==> src/rtl/eds_pkg.sv <==
package eds_pkg;

    // Default grid capacity.
    localparam int DEF_MAX_COLS = 1024;
    localparam int DEF_MAX_ROWS = 1024;

    // Field and register widths.
    localparam int DATA_W     = 32;
    localparam int COEF_W     = 16;
    localparam int SIZE_W     = 11;
    localparam int IDX_W      = 10;
    localparam int OPCODE_W   = 1;
    localparam int CFG_IDX_W  = 3;
    localparam int CFG_DATA_W = 32;
    localparam int FRAC_W     = 16;

    // Arithmetic widths: Laplacian term, coefficient product and full sum.
    localparam int LAP_W  = DATA_W + 2;
    localparam int PROD_W = LAP_W + COEF_W + 1;
    localparam int SUM_W  = PROD_W + 2;

    // Queue between the front and back ends.
    localparam int Q_DEPTH = 4;
    localparam int Q_AW    = $clog2(Q_DEPTH);
    localparam int Q_CW    = $clog2(Q_DEPTH + 1);

    // Reset values of the grid size registers.
    localparam logic [SIZE_W-1:0] RST_GRID_ROWS = SIZE_W'(1024);
    localparam logic [SIZE_W-1:0] RST_GRID_COLS = SIZE_W'(1024);

    typedef enum logic [CFG_IDX_W-1:0] {
        CFG_COEF_X    = 3'd0,
        CFG_COEF_Y    = 3'd1,
        CFG_BOUNDARY  = 3'd2,
        CFG_GRID_ROWS = 3'd3,
        CFG_GRID_COLS = 3'd4
    } t_cfg_reg;

    typedef enum logic [OPCODE_W-1:0] {
        OP_LOAD  = 1'b0,
        OP_FLUSH = 1'b1
    } t_opcode;

    // One stencil job: the center and its four neighbors, plus result tags.
    typedef struct packed {
        logic signed [DATA_W-1:0] ctr;
        logic signed [DATA_W-1:0] west;
        logic signed [DATA_W-1:0] east;
        logic signed [DATA_W-1:0] north;
        logic signed [DATA_W-1:0] south;
        logic [IDX_W-1:0]         row;
        logic [IDX_W-1:0]         col;
        logic                     last;
    } t_job;

endpackage

==> src/rtl/eds_queue.sv <==
module eds_queue (
    input  logic                     i_clk,
    input  logic                     i_rst_n,
    input  logic                     i_push,
    input  eds_pkg::t_job            i_data,
    input  logic                     i_pop,
    output eds_pkg::t_job            o_data,
    output logic                     o_valid,
    output logic [eds_pkg::Q_CW-1:0] o_count
);
    import eds_pkg::*;

    t_job            r_mem [Q_DEPTH];
    logic [Q_AW-1:0] r_wp;
    logic [Q_AW-1:0] r_rp;
    logic [Q_CW-1:0] r_count;

    // Storage; the front end never pushes into a full queue.
    always_ff @(posedge i_clk) begin
        if (i_push) begin
            r_mem[r_wp] <= i_data;
        end
    end

    // Pointers and fill level.
    always_ff @(posedge i_clk) begin
        if (!i_rst_n) begin
            r_wp    <= '0;
            r_rp    <= '0;
            r_count <= '0;
        end else begin
            if (i_push) begin
                r_wp <= r_wp + 1'b1;
            end
            if (i_pop) begin
                r_rp <= r_rp + 1'b1;
            end
            if (i_push && !i_pop) begin
                r_count <= r_count + 1'b1;
            end else if (!i_push && i_pop) begin
                r_count <= r_count - 1'b1;
            end
        end
    end

    assign o_data  = r_mem[r_rp];
    assign o_valid = (r_count != '0);
    assign o_count = r_count;

endmodule

==> config.mk <==
export PLATFORM = sky130hd
export DESIGN_NAME = eds_queue
export DESIGN_NICKNAME = d
export VERILOG_FILES = /design/src/rtl/eds_pkg.sv /design/src/rtl/eds_queue.sv
export SDC_FILE = /design/constraint.sdc
export NUM_CORES = 1
export LEC_CHECK = 0
export BUFFER_PORTS_ARGS = -buffer_cell sky130_fd_sc_hd__buf_2
export CORE_MARGIN = 4
export CORE_UTILIZATION = 45
export DETAILED_ROUTE_END_ITERATION = 7
export MAX_ROUTING_LAYER = met4
export PLACE_DENSITY = 0.64
export SLEW_MARGIN = 0
export SYNTH_ARGS = -nofsm -noshare
export SYNTH_HDL_FRONTEND = slang
export SYNTH_SLANG_ARGS = --single-unit
==> constraint.sdc <==
create_clock -name i_clk -period 8.14 [get_ports i_clk]
set_clock_uncertainty 0.1 [all_clocks]
set_input_delay 1.628 -clock i_clk [delete_from_list [all_inputs] [get_ports i_clk]]
set_output_delay 1.628 -clock i_clk [all_outputs]
set_load 0.05 [all_outputs]
==> impl_metrics.sql <==
INSERT INTO impl_metrics (metric_group, metric, value, unit) VALUES
('run_status', 'status', 'complete, no violations', ''),
('setup_path', 'worst_r2r_startpoint', 'r_wp[0]', ''),
('placed_design', 'dp.final_hpwl', '30.8', 'mm'),
('clock_tree', 'tritoncts', 'done', ''),
('setup_path', 'timing.critical_path.max_delay_family', 'flip-flops', ''),
('setup_path', 'crit_path_max_incr_delay', '0.96', 'ns'),
('clock_tree', 'cts-root-buf', 'sky130_fd_sc_hd__clkbuf_16', ''),
('cells_and_area', 'fill_cells', '4364', ''),
('setup_path', 'path_buf_inv', '2', ''),
('die', 'core_area', '58000', 'sq um'),
('clock_tree', 'clock_sinks', '733', ''),
('global_route', 'global_route.usage.total', '0.170', ''),
('timing', 'final.period_utilization', '0.593', ''),
('power', 'report.power.total', '0.00902', 'W'),
('synth', 'postSynthAreaPerCell', '26.9', 'sq um'),
('placed_design', 'routabilityCongestion', '0.733', ''),
('clock_tree', 'cts_buffers', '75', ''),
('timing', 'finalWorstPathRequiredPeriod', '4.82', 'ns'),
('clock_tree', 'htreeDepth', '3', ''),
('synth', 'mappedNetlistArea', '26500', 'sq um'),
('synth', 'synth_sequential_area_ratio', '0.827', ''),
('synth', 'syn-num-nets', '1178', ''),
('setup_path', 'worst_path_max_delay_cell', 'sky130_fd_sc_hd__dfxtp_4', ''),
('route', 'detailedRoute.firstPassIterationCount', '4', ''),
('timing', 'max_freq', '0.207', 'GHz'),
('cells_and_area', 'layout-area-overhead-vs-synth', '19.7', '%'),
('power', 'fraction_of_power_spent_switching_nets', '0.254', ''),
('timing', 'setup-violations-final', '0', ''),
('setup_path', 'critical_path_peak_fanout', '118', ''),
('timing', 'timing.hold.ws', '0.409', 'ns'),
('setup_path', 'worstPathCellList', 'buf_12 -> mux4_2 -> buf_2', ''),
('setup_path', 'worst-setup-path-type', 'reg -> out', ''),
('synth', 'cell_accounting_for_the_most_synthesized_area', 'sky130_fd_sc_hd__edfxtp_1', ''),
('power', 'power.density', '284', 'nW/um^2'),
('timing', 'worst-slew-pin-transition', '1.02', 'ns'),
('placed_design', 'placement.io_buffers', '369', ''),
('global_route', 'grt_pass1_wl', '78.4', 'mm'),
('power', 'switching_power', '0.00229', 'W'),
('timing', 'grt_setup_unrepaired', 'false', ''),
('route', 'dr_total_vias', '11800', ''),
('cells_and_area', 'area_occupied_by_multi_input_gates', '4330', 'sq um'),
('global_route', 'grt_pass1_vias', '12400', ''),
('cells_and_area', 'final_util', '0.547', ''),
('synth', 'yosysTopAreaCellShare', '0.820', ''),
('setup_path', 'timing.critical_path.required', '6.41', 'ns'),
('die', 'rows', '88', ''),
('synth', 'synth_enable_flop_cells', '724', ''),
('cells_and_area', 'drive_above_1_share', '0.465', ''),
('die', 'top_level_ports', '370', ''),
('power', 'comb_power_share', '0.134', ''),
('timing', 'setup_tns', '0', 'ns'),
('global_route', 'grt_antenna_before_repair', '10', ''),
('synth', 'main_area_contributors_after_synthesis', 'sky130_fd_sc_hd__edfxtp_1 (82%), sky130_fd_sc_hd__mux4_2 (15%), sky130_fd_sc_hd__dfxtp_1 (0.68%)', ''),
('clock_tree', 'clk-insertion-delay-late', '0.60', 'ns'),
('power', 'vdd_ir_drop_max', '0.248', 'mV'),
('synth', 'dominantRegCellSynth', 'sky130_fd_sc_hd__edfxtp_1', ''),
('global_route', 'gr-total-overflow', '0', ''),
('route', 'drt_drc_violations_left', '0', ''),
('synth', 'synth_async_sr_flop_share', '0', ''),
('cells_and_area', 'sequential_cell_area', '21900', 'sq um'),
('synth', 'post_synth_inst_count', '987', ''),
('synth', 'postSynthRegisterBits', '733', ''),
('power', 'clock_power_share', '0.379', ''),
('synth', 'ys_warn_count', '0', ''),
('worst_hold_path', 'hold_start', 'o_count[2]', ''),
('clock_tree', 'hold_buffers', '0', ''),
('cells_and_area', 'nets', '1600', ''),
('power', 'leakage', '10.6', 'nW'),
('job', 'timing.max_cap.violations', '0', ''),
('synth', 'yosysMostFrequentCell', 'sky130_fd_sc_hd__edfxtp_1', ''),
('route', 'detailedRoute.firstIterationViolations', '745', '');
-- worst register-to-register path, delay by kind of cell (launching register included) --
kind,cells,cell delay [ns]
simple gates,1,0.75
flops,1,0.40
fa+ha+maj,1,0.17
buf+inv,1,0.86
-- area by class of cell --
class | count | share of cell area
timing repair buffer | 385 | 0.0631
clock buffer | 94 | 0.0640
antenna | 9 | 0.000709
inverter | 4 | 0.000473
clock inverter | 42 | 0.0146
tap | 765 | 0.0301
sequential | 733 | 0.691
multi-input combinational | 210 | 0.136
-- flip-flops by register name, summed over array words and instances, names as in the netlist, named ones only --
name     flops
r_rp         2
r_mem      724
o_count      3
r_wp         2
-- power by group through the flow --
stage               clock [W]  combinational (W)  sequential (W)
floorplan                   0           0.000906         0.00448
global placement            0            0.00122         0.00447
detailed placement          0            0.00123         0.00448
CTS                   0.00350            0.00123         0.00440
global route          0.00368            0.00127         0.00441
finish                0.00341            0.00121         0.00440
-- stage by stage --
stage,area [sq um],worst slack (ns)
final,31800,3.32
after global routing,31800,3.16
after CTS,31700,3.23
after detailed placement,29200,3.87
after global placement,29200,3.86
after floorplan,26500,1.74
-- cells by family (layout without fill, tap and decap cells) --
group,Yosys count,after routing,share of synthesized area
AOI/OAI and AO/OA,2,2,0.000472
DFF,733,733,0.827
and+or+nand+nor,14,14,0.00321
other,0,9,0
adders and majority gates,6,6,0.00311
muxes,183,183,0.154
xor gates and xnor gates,5,5,0.00165
buffers and inverters,44,525,0.0104
-- layer usage --
metal | up-vias | global-route usage | wire length [um]
met5 | - | - | 0
met1 | 6196 | 0.225 | 21100
met3 | 95 | 0.0557 | 4650
met4 | 0 | 0.0499 | 1200
li1 | 5158 | - | -
met2 | 385 | 0.256 | 25300
-- path summary, 6_finish.rpt --
check	to	slack [ns]	cells past startpoint
setup / recovery	o_data[71]	3.32	3
hold / removal	o_count[2]	0.41	2
setup reg to reg	r_mem[1][156]	5.36	3
hold reg to reg	o_count[2]	0.41	2
-- placed cells by master (no fill, tap or decap) --
cell / count
sky130_fd_sc_hd__edfxtp_1: 724
sky130_fd_sc_hd__buf_2: 369
sky130_fd_sc_hd__mux4_2: 181
sky130_fd_sc_hd__clkbuf_16: 78
sky130_fd_sc_hd__clkbuf_1: 14
sky130_fd_sc_hd__buf_4: 13
sky130_fd_sc_hd__clkinv_1: 11
sky130_fd_sc_hd__diode_2: 9
sky130_fd_sc_hd__clkinv_2: 9
sky130_fd_sc_hd__bufinv_16: 8
sky130_fd_sc_hd__clkinvlp_4: 7
sky130_fd_sc_hd__dfxtp_1: 7
sky130_fd_sc_hd__and2_1: 5
sky130_fd_sc_hd__ha_1: 5
sky130_fd_sc_hd__inv_1: 4
sky130_fd_sc_hd__and2_4: 4
sky130_fd_sc_hd__xor2_1: 3
sky130_fd_sc_hd__clkinv_8: 3
sky130_fd_sc_hd__clkinv_4: 3
sky130_fd_sc_hd__buf_12: 3
sky130_fd_sc_hd__or3_1: 2
sky130_fd_sc_hd__xnor2_1: 2
sky130_fd_sc_hd__mux2i_1: 2
sky130_fd_sc_hd__nor2b_1: 2
sky130_fd_sc_hd__dfxtp_4: 2
sky130_fd_sc_hd__clkbuf_8: 2
sky130_fd_sc_hd__nand2_1: 1
sky130_fd_sc_hd__o21ai_0: 1
sky130_fd_sc_hd__a21boi_0: 1
sky130_fd_sc_hd__fa_1: 1
sky130_fd_sc_hd__inv_6: 1
(Power assumes the default switching activity.)
