--- src/rtl/eds_pkg.sv ---
package eds_pkg;

    // Default grid capacity.
    localparam int DEF_MAX_COLS = 1024;
    localparam int DEF_MAX_ROWS = 1024;

    // Field and register widths.
    localparam int DATA_W     = 32;
    localparam int COEF_W     = 16;
    localparam int SIZE_W     = 11;
    localparam int IDX_W      = 10;
    localparam int OPCODE_W   = 1;
    localparam int CFG_IDX_W  = 3;
    localparam int CFG_DATA_W = 32;
    localparam int FRAC_W     = 16;

    // Arithmetic widths: Laplacian term, coefficient product and full sum.
    localparam int LAP_W  = DATA_W + 2;
    localparam int PROD_W = LAP_W + COEF_W + 1;
    localparam int SUM_W  = PROD_W + 2;

    // Queue between the front and back ends.
    localparam int Q_DEPTH = 4;
    localparam int Q_AW    = $clog2(Q_DEPTH);
    localparam int Q_CW    = $clog2(Q_DEPTH + 1);

    // Reset values of the grid size registers.
    localparam logic [SIZE_W-1:0] RST_GRID_ROWS = SIZE_W'(1024);
    localparam logic [SIZE_W-1:0] RST_GRID_COLS = SIZE_W'(1024);

    typedef enum logic [CFG_IDX_W-1:0] {
        CFG_COEF_X    = 3'd0,
        CFG_COEF_Y    = 3'd1,
        CFG_BOUNDARY  = 3'd2,
        CFG_GRID_ROWS = 3'd3,
        CFG_GRID_COLS = 3'd4
    } t_cfg_reg;

    typedef enum logic [OPCODE_W-1:0] {
        OP_LOAD  = 1'b0,
        OP_FLUSH = 1'b1
    } t_opcode;

    // One stencil job: the center and its four neighbors, plus result tags.
    typedef struct packed {
        logic signed [DATA_W-1:0] ctr;
        logic signed [DATA_W-1:0] west;
        logic signed [DATA_W-1:0] east;
        logic signed [DATA_W-1:0] north;
        logic signed [DATA_W-1:0] south;
        logic [IDX_W-1:0]         row;
        logic [IDX_W-1:0]         col;
        logic                     last;
    } t_job;

endpackage

--- src/rtl/eds_out_if.sv ---
interface eds_out_if;
    import eds_pkg::*;

    logic                     valid;
    logic                     ready;
    logic signed [DATA_W-1:0] new_value;
    logic [IDX_W-1:0]         out_row;
    logic [IDX_W-1:0]         out_col;
    logic                     last_of_grid;

    modport source (
        output valid, output new_value, output out_row, output out_col,
        output last_of_grid, input ready
    );
    modport sink (
        input valid, input new_value, input out_row, input out_col,
        input last_of_grid, output ready
    );

endinterface

--- src/rtl/eds_back.sv ---
module eds_back (
    input  logic                       i_clk,
    input  logic                       i_rst_n,
    input  logic                       i_job_valid,
    input  eds_pkg::t_job              i_job,
    output logic                       o_pop,
    input  logic [eds_pkg::COEF_W-1:0] i_coef_x,
    input  logic [eds_pkg::COEF_W-1:0] i_coef_y,
    eds_out_if.source                  o_res
);
    import eds_pkg::*;

    localparam int QUO_W = SUM_W - FRAC_W;
    localparam logic signed [SUM_W-1:0] ROUND_HALF = SUM_W'(1) <<< (FRAC_W - 1);
    localparam logic [DATA_W-1:0] SAT_MAX = {1'b0, {(DATA_W-1){1'b1}}};
    localparam logic [DATA_W-1:0] SAT_MIN = {1'b1, {(DATA_W-1){1'b0}}};

    logic en;

    logic signed [LAP_W-1:0]  ctr2;
    logic signed [LAP_W-1:0]  lap_x;
    logic signed [LAP_W-1:0]  lap_y;
    logic signed [COEF_W:0]   kx;
    logic signed [COEF_W:0]   ky;
    logic [QUO_W-1:0]         quo;
    logic                     ovf_hi;
    logic                     ovf_lo;
    logic [DATA_W-1:0]        sat;

    logic                     r_b1_valid;
    logic signed [LAP_W-1:0]  r_b1_lx;
    logic signed [LAP_W-1:0]  r_b1_ly;
    logic signed [DATA_W-1:0] r_b1_ctr;
    logic [IDX_W-1:0]         r_b1_row;
    logic [IDX_W-1:0]         r_b1_col;
    logic                     r_b1_last;

    logic                     r_b2_valid;
    logic signed [PROD_W-1:0] r_b2_px;
    logic signed [PROD_W-1:0] r_b2_py;
    logic signed [DATA_W-1:0] r_b2_ctr;
    logic [IDX_W-1:0]         r_b2_row;
    logic [IDX_W-1:0]         r_b2_col;
    logic                     r_b2_last;

    logic                     r_b3_valid;
    logic signed [SUM_W-1:0]  r_b3_sum;
    logic [IDX_W-1:0]         r_b3_row;
    logic [IDX_W-1:0]         r_b3_col;
    logic                     r_b3_last;

    logic                     r_out_valid;
    logic [DATA_W-1:0]        r_new_value;
    logic [IDX_W-1:0]         r_out_row;
    logic [IDX_W-1:0]         r_out_col;
    logic                     r_out_last;

    // The whole pipe moves unless the output register holds an untaken result.
    assign en    = !r_out_valid || o_res.ready;
    assign o_pop = en && i_job_valid;

    // Second differences along each axis.
    always_comb begin
        ctr2  = LAP_W'($signed(i_job.ctr)) <<< 1;
        lap_x = LAP_W'($signed(i_job.east)) + LAP_W'($signed(i_job.west)) - ctr2;
        lap_y = LAP_W'($signed(i_job.south)) + LAP_W'($signed(i_job.north)) - ctr2;
        kx    = $signed({1'b0, i_coef_x});
        ky    = $signed({1'b0, i_coef_y});
    end

    // Round to nearest and clamp to the signed 32-bit range.
    always_comb begin
        quo    = r_b3_sum[SUM_W-1:FRAC_W];
        ovf_hi = !quo[QUO_W-1] && (|quo[QUO_W-2:DATA_W-1]);
        ovf_lo = quo[QUO_W-1] && !(&quo[QUO_W-2:DATA_W-1]);
        if (ovf_hi) begin
            sat = SAT_MAX;
        end else if (ovf_lo) begin
            sat = SAT_MIN;
        end else begin
            sat = quo[DATA_W-1:0];
        end
    end

    // Valid bits of the stages.
    always_ff @(posedge i_clk) begin
        if (!i_rst_n) begin
            r_b1_valid  <= 1'b0;
            r_b2_valid  <= 1'b0;
            r_b3_valid  <= 1'b0;
            r_out_valid <= 1'b0;
        end else if (en) begin
            r_b1_valid  <= i_job_valid;
            r_b2_valid  <= r_b1_valid;
            r_b3_valid  <= r_b2_valid;
            r_out_valid <= r_b3_valid;
        end
    end

    // Datapath: Laplacians, coefficient products, sum, saturation.
    always_ff @(posedge i_clk) begin
        if (en) begin
            r_b1_lx     <= lap_x;
            r_b1_ly     <= lap_y;
            r_b1_ctr    <= i_job.ctr;
            r_b1_row    <= i_job.row;
            r_b1_col    <= i_job.col;
            r_b1_last   <= i_job.last;

            r_b2_px     <= r_b1_lx * kx;
            r_b2_py     <= r_b1_ly * ky;
            r_b2_ctr    <= r_b1_ctr;
            r_b2_row    <= r_b1_row;
            r_b2_col    <= r_b1_col;
            r_b2_last   <= r_b1_last;

            r_b3_sum    <= (SUM_W'($signed(r_b2_ctr)) <<< FRAC_W) + SUM_W'(r_b2_px)
                           + SUM_W'(r_b2_py) + ROUND_HALF;
            r_b3_row    <= r_b2_row;
            r_b3_col    <= r_b2_col;
            r_b3_last   <= r_b2_last;

            r_new_value <= sat;
            r_out_row   <= r_b3_row;
            r_out_col   <= r_b3_col;
            r_out_last  <= r_b3_last;
        end
    end

    assign o_res.valid        = r_out_valid;
    assign o_res.new_value    = r_new_value;
    assign o_res.out_row      = r_out_row;
    assign o_res.out_col      = r_out_col;
    assign o_res.last_of_grid = r_out_last;

endmodule

--- src/flat_wrapper.sv ---
// flat-port wrapper written by rule: the top's interface ports become plain ports
module eds_back_flat import eds_pkg::*;
  (i_clk, i_rst_n, i_job_valid, i_job, o_pop, i_coef_x, i_coef_y, o_res_valid, o_res_new_value, o_res_out_row, o_res_out_col, o_res_last_of_grid, o_res_ready);
  eds_out_if o_res_i ();
  input  logic i_clk;
  input  logic i_rst_n;
  input  logic i_job_valid;
  input  eds_pkg::t_job i_job;
  output logic o_pop;
  input  logic [eds_pkg::COEF_W-1:0] i_coef_x;
  input  logic [eds_pkg::COEF_W-1:0] i_coef_y;
  output wire logic [$bits(o_res_i.valid)-1:0] o_res_valid;
  output wire logic [$bits(o_res_i.new_value)-1:0] o_res_new_value;
  output wire logic [$bits(o_res_i.out_row)-1:0] o_res_out_row;
  output wire logic [$bits(o_res_i.out_col)-1:0] o_res_out_col;
  output wire logic [$bits(o_res_i.last_of_grid)-1:0] o_res_last_of_grid;
  input wire logic [$bits(o_res_i.ready)-1:0] o_res_ready;
  assign o_res_valid = o_res_i.valid;
  assign o_res_new_value = o_res_i.new_value;
  assign o_res_out_row = o_res_i.out_row;
  assign o_res_out_col = o_res_i.out_col;
  assign o_res_last_of_grid = o_res_i.last_of_grid;
  assign o_res_i.ready = o_res_ready;
  eds_back u_core (.i_clk(i_clk), .i_rst_n(i_rst_n), .i_job_valid(i_job_valid), .i_job(i_job), .o_pop(o_pop), .i_coef_x(i_coef_x), .i_coef_y(i_coef_y), .o_res(o_res_i));
endmodule
--- config.mk ---
export PLATFORM = sky130hd
export DESIGN_NAME = eds_back_flat
export DESIGN_NICKNAME = d
export VERILOG_FILES = /design/src/rtl/eds_pkg.sv /design/src/rtl/eds_out_if.sv /design/src/rtl/eds_back.sv /design/src/flat_wrapper.sv
export SDC_FILE = /design/constraint.sdc
export NUM_CORES = 2
export LEC_CHECK = 0
export BUFFER_PORTS_ARGS = -buffer_cell sky130_fd_sc_hd__buf_2
export CAP_MARGIN = 20
export CORE_UTILIZATION = 45
export DETAILED_ROUTE_END_ITERATION = 12
export GPL_TIMING_DRIVEN = 0
export SLEW_MARGIN = 20
export SYNTH_ARGS = -nofsm -noshare
export SYNTH_HDL_FRONTEND = slang
export SYNTH_SLANG_ARGS = --single-unit
--- constraint.sdc ---
create_clock -name i_clk -period 20.7 [get_ports i_clk]
set_input_delay 4.14 -clock i_clk [delete_from_list [all_inputs] [get_ports i_clk]]
set_output_delay 4.14 -clock i_clk [all_outputs]
set_load 0.02 [all_outputs]
==> out/qor.csv <==
stage,metric,value,unit
outcome,outcome,completed,
logic_synthesis,ys_types,76,
sta,hold_ws,0.396,ns
drt,vias_per_cell,5.19,
clock_tree,cts_hold_buf,0,
sta,drv_slew,0,
sta,finalSetupViolCount,0,
logic_synthesis,yosys-top-cells-count,"1504 x inv_1, 1133 x fa_1, 777 x nand2_1, 432 x and2_1, 387 x edfxtp_1",
clock_tree,clockRootBuffer,clkbuf_16,
finish,areaGrowthSynthToFinish,8.78,%
hold_path,hold_class,flop to flop,
critical_path,regToRegEndpoint,u_core.r_b2_py[49],
critical_path,crit_type,input pin to flop,
logic_synthesis,synth-edff-count,387,
place,hpwl,139000,um
critical_path,cpPeakStageDelay,0.72,ns
floorplanning,io_pins,272,
hold_path,min_path_cells,0,
global_route,antenna_found_initial,18,
clock_tree,cts_buffers,45,
floorplanning,start_util,0.455,
logic_synthesis,synth_top_family_by_area,adder cells,
logic_synthesis,synth-xor-area-share,0.0291,
sta,fin_skew,0.0404,ns
place,gp_congestion,0.940,
clock_tree,cts_tree,yes,
logic_synthesis,async_flop_share,0,
critical_path,crit_path_top_delay_cell,clkbuf_1,
sta,rsz0062_at_grt,false,
floorplanning,die_w,362,um
sta,worstMarginPinSlew,1.08,ns
run,drv_cap,0,
critical_path,crit_top_cell,fa_1,
critical_path,required,21.01,ns
critical_path,crit_fanout,10,
critical_path,end_kind,flop,
global_route,grt-ovfl-total,0,
logic_synthesis,synth_largest_area_cell,fa_1,
floorplanning,die_y,362,um
logic_synthesis,syn_area,0.0582,mm^2
drt,wire_per_inst,20.7,um
clock_tree,clk-insertion-delay-late,0.62,ns
logic_synthesis,synthAdderAreaFrac,0.470,
logic_synthesis,synthMuxAreaShare,0.000516,
floorplanning,core_area,0.128,mm^2
clock_tree,htree_levels,2,
logic_synthesis,synthTopCellsByArea,"fa_1 39%, edfxtp_1 20%, inv_1 9.7%",
finish,drive_above_1_share,0.0580,
global_route,grt_use_total,0.257,
global_route,grt_start_max_net_pins,100,
logic_synthesis,synthesis.nets,7613,
logic_synthesis,yosysTopAreaCellShare,0.390,
sta,hold_viol_final,0,
global_route,grt_pass1_vias,42200,
hold_path,holdPathEnd,u_core.r_b2_ctr[19],
logic_synthesis,yosysWarnings,0,
drt,antenna_left,0,
place,port_buffers,261,
critical_path,cp_top_family,adder cells,
floorplanning,dieArea,0.131,mm^2
clock_tree,cts_resized,0,
hold_path,worstHoldStart,u_core.r_b1_ctr[19],
critical_path,r2r_setup_slack,12.43,ns
floorplanning,rows,131,
logic_synthesis,avgSynthCellArea,9.87,um^2
logic_synthesis,syn-instance-count,5890,
critical_path,ff2ff_path_depth,22,
critical_path,critical_path_arrival,12.10,ns
critical_path,cp-start-kind,input pin,
sta,tns,0,ns
logic_synthesis,synth-seq-cells,391,
drt,vias,41100,
sta,max_slew_margin,0.272,
logic_synthesis,ys.flop_type,edfxtp_1,
clock_tree,cts_setup_buffers,0,
logic_synthesis,synth_seq_area_share,0.201,
sta,min_period,11.79,ns
critical_path,cp_num_buf_inv,7,
drt,routed_wl,164000,um
finish,nNetsFinal,7924,
clock_tree,clk_pin_slew_worst_paths,0.06,ns
clock_tree,numClockSinks,391,
sta,fmax,84.8,MHz
sta,fin_crit_sh,0.569,
clock_tree,cts_buffer_depth,3,
drt,drc,0,
logic_synthesis,yosys.cell_count.top_type,inv_1,
logic_synthesis,synth-compound-area-share,0.0645,
critical_path,r2r-start,u_core.r_b1_ly[10],
global_route,grt_pass1_wl,251000,um
drt,drt_pass1_iterations,6,
drt,drt_iter0_drc,2900,
logic_synthesis,synth-simple-area-share,0.124,
## cell families (layout without fill, tap and decap cells)
kind of cell    after synthesis  count (layout)
buf+inv                    1707            2055
simple gates               1510            1510
fa+ha+maj                  1506            1506
compound gates              580             580
flops                       391             391
xor+xnor                    193             193
mux                           3               3
other cells                   0              11
## per-stage QoR
| stage | worst slack, ns | area, um^2 | instances | util |
|---|---|---|---|---|
| 5_1_grt | 8.54 | 63200 | 7900 | 0.495 |
| 3_5_place_dp | 8.57 | 61600 | 7816 | 0.482 |
| 2_1_floorplan | 8.19 | 58200 | 5890 | - |
| 4_1_cts | 9.17 | 63200 | 7900 | 0.495 |
| 6_report | 8.91 | 63300 | 7911 | 0.495 |
| 3_3_place_gp | 4.68 | 61500 | 7813 | 0.481 |
## final cells by class
| cell class | count | area [um^2] |
|---|---|---|
| timing repair buffer | 264 | 1390 |
| antenna | 11 | 27.5 |
| clock inverter | 32 | 440 |
| fill | 12100 | 64600 |
| tap | 1662 | 2080 |
| sequential | 391 | 11700 |
| clock buffer | 52 | 1160 |
| buffer | 203 | 763 |
| multi-input combinational | 3792 | 40100 |
| inverter | 1504 | 5650 |
## per-layer routing
| metal | share of wire | track usage |
|---|---|---|
| met5 | 0.00017 | 0 |
| met4 | 0.043 | 0.0976 |
| met3 | 0.075 | 0.0404 |
| met2 | 0.46 | 0.409 |
| met1 | 0.42 | 0.354 |
## how the worst max path moves through the flow
stage	startpoint	endpoint	cells past startpoint
6_report	i_coef_y[9]	u_core.r_b2_py[49]	25
5_1_grt	i_coef_y[9]	u_core.r_b2_py[49]	25
2_1_floorplan	o_res_ready	u_core.o_res.last_of_grid	3
3_5_place_dp	i_coef_y[9]	u_core.r_b2_py[49]	25
4_1_cts	i_coef_y[9]	u_core.r_b2_py[49]	25
3_3_place_gp	o_res_ready	u_core.r_b1_ly[32]	4
## sequential cells by signal (all words and copies together), names as in the netlist, 32 cells and up
signal / count
u_core.o_res.new_value: 32
u_core.r_b1_ctr: 32
u_core.r_b1_lx: 34
u_core.r_b1_ly: 34
u_core.r_b2_ctr: 32
u_core.r_b2_px: 51
u_core.r_b2_py: 51
u_core.r_b3_sum: 37
## cell usage in the layout, fill, tap and decap left out, types with 6 or more instances in the layout
| master | n |
|---|---|
| a311oi_1 | 8 |
| a41oi_1 | 6 |
| clkbuf_1 | 208 |
| a21oi_1 | 179 |
| buf_2 | 262 |
| xnor2_1 | 134 |
| clkinv_2 | 8 |
| o21a_1 | 48 |
| nand3_1 | 51 |
| ha_1 | 373 |
| edfxtp_1 | 387 |
| clkbuf_16 | 45 |
| or3_1 | 7 |
| a211oi_1 | 17 |
| o21ai_1 | 9 |
| and2_1 | 432 |
| a31oi_1 | 17 |
| nand2b_1 | 31 |
| o21ai_0 | 103 |
| and4_1 | 7 |
| nand2_1 | 777 |
| and3_1 | 23 |
| a21o_1 | 84 |
| diode_2 | 11 |
| xor2_1 | 59 |
| o211ai_1 | 13 |
| nor2_1 | 87 |
| bufinv_16 | 8 |
| nor3_1 | 26 |
| nand4_1 | 13 |
| a221o_1 | 6 |
| nor2b_1 | 35 |
| o21bai_1 | 25 |
| inv_1 | 1503 |
| fa_1 | 1133 |
Power is left out: the tool's default activity adds up to more than one toggle a clock period on the data nets, which glitch-free logic cannot reach.
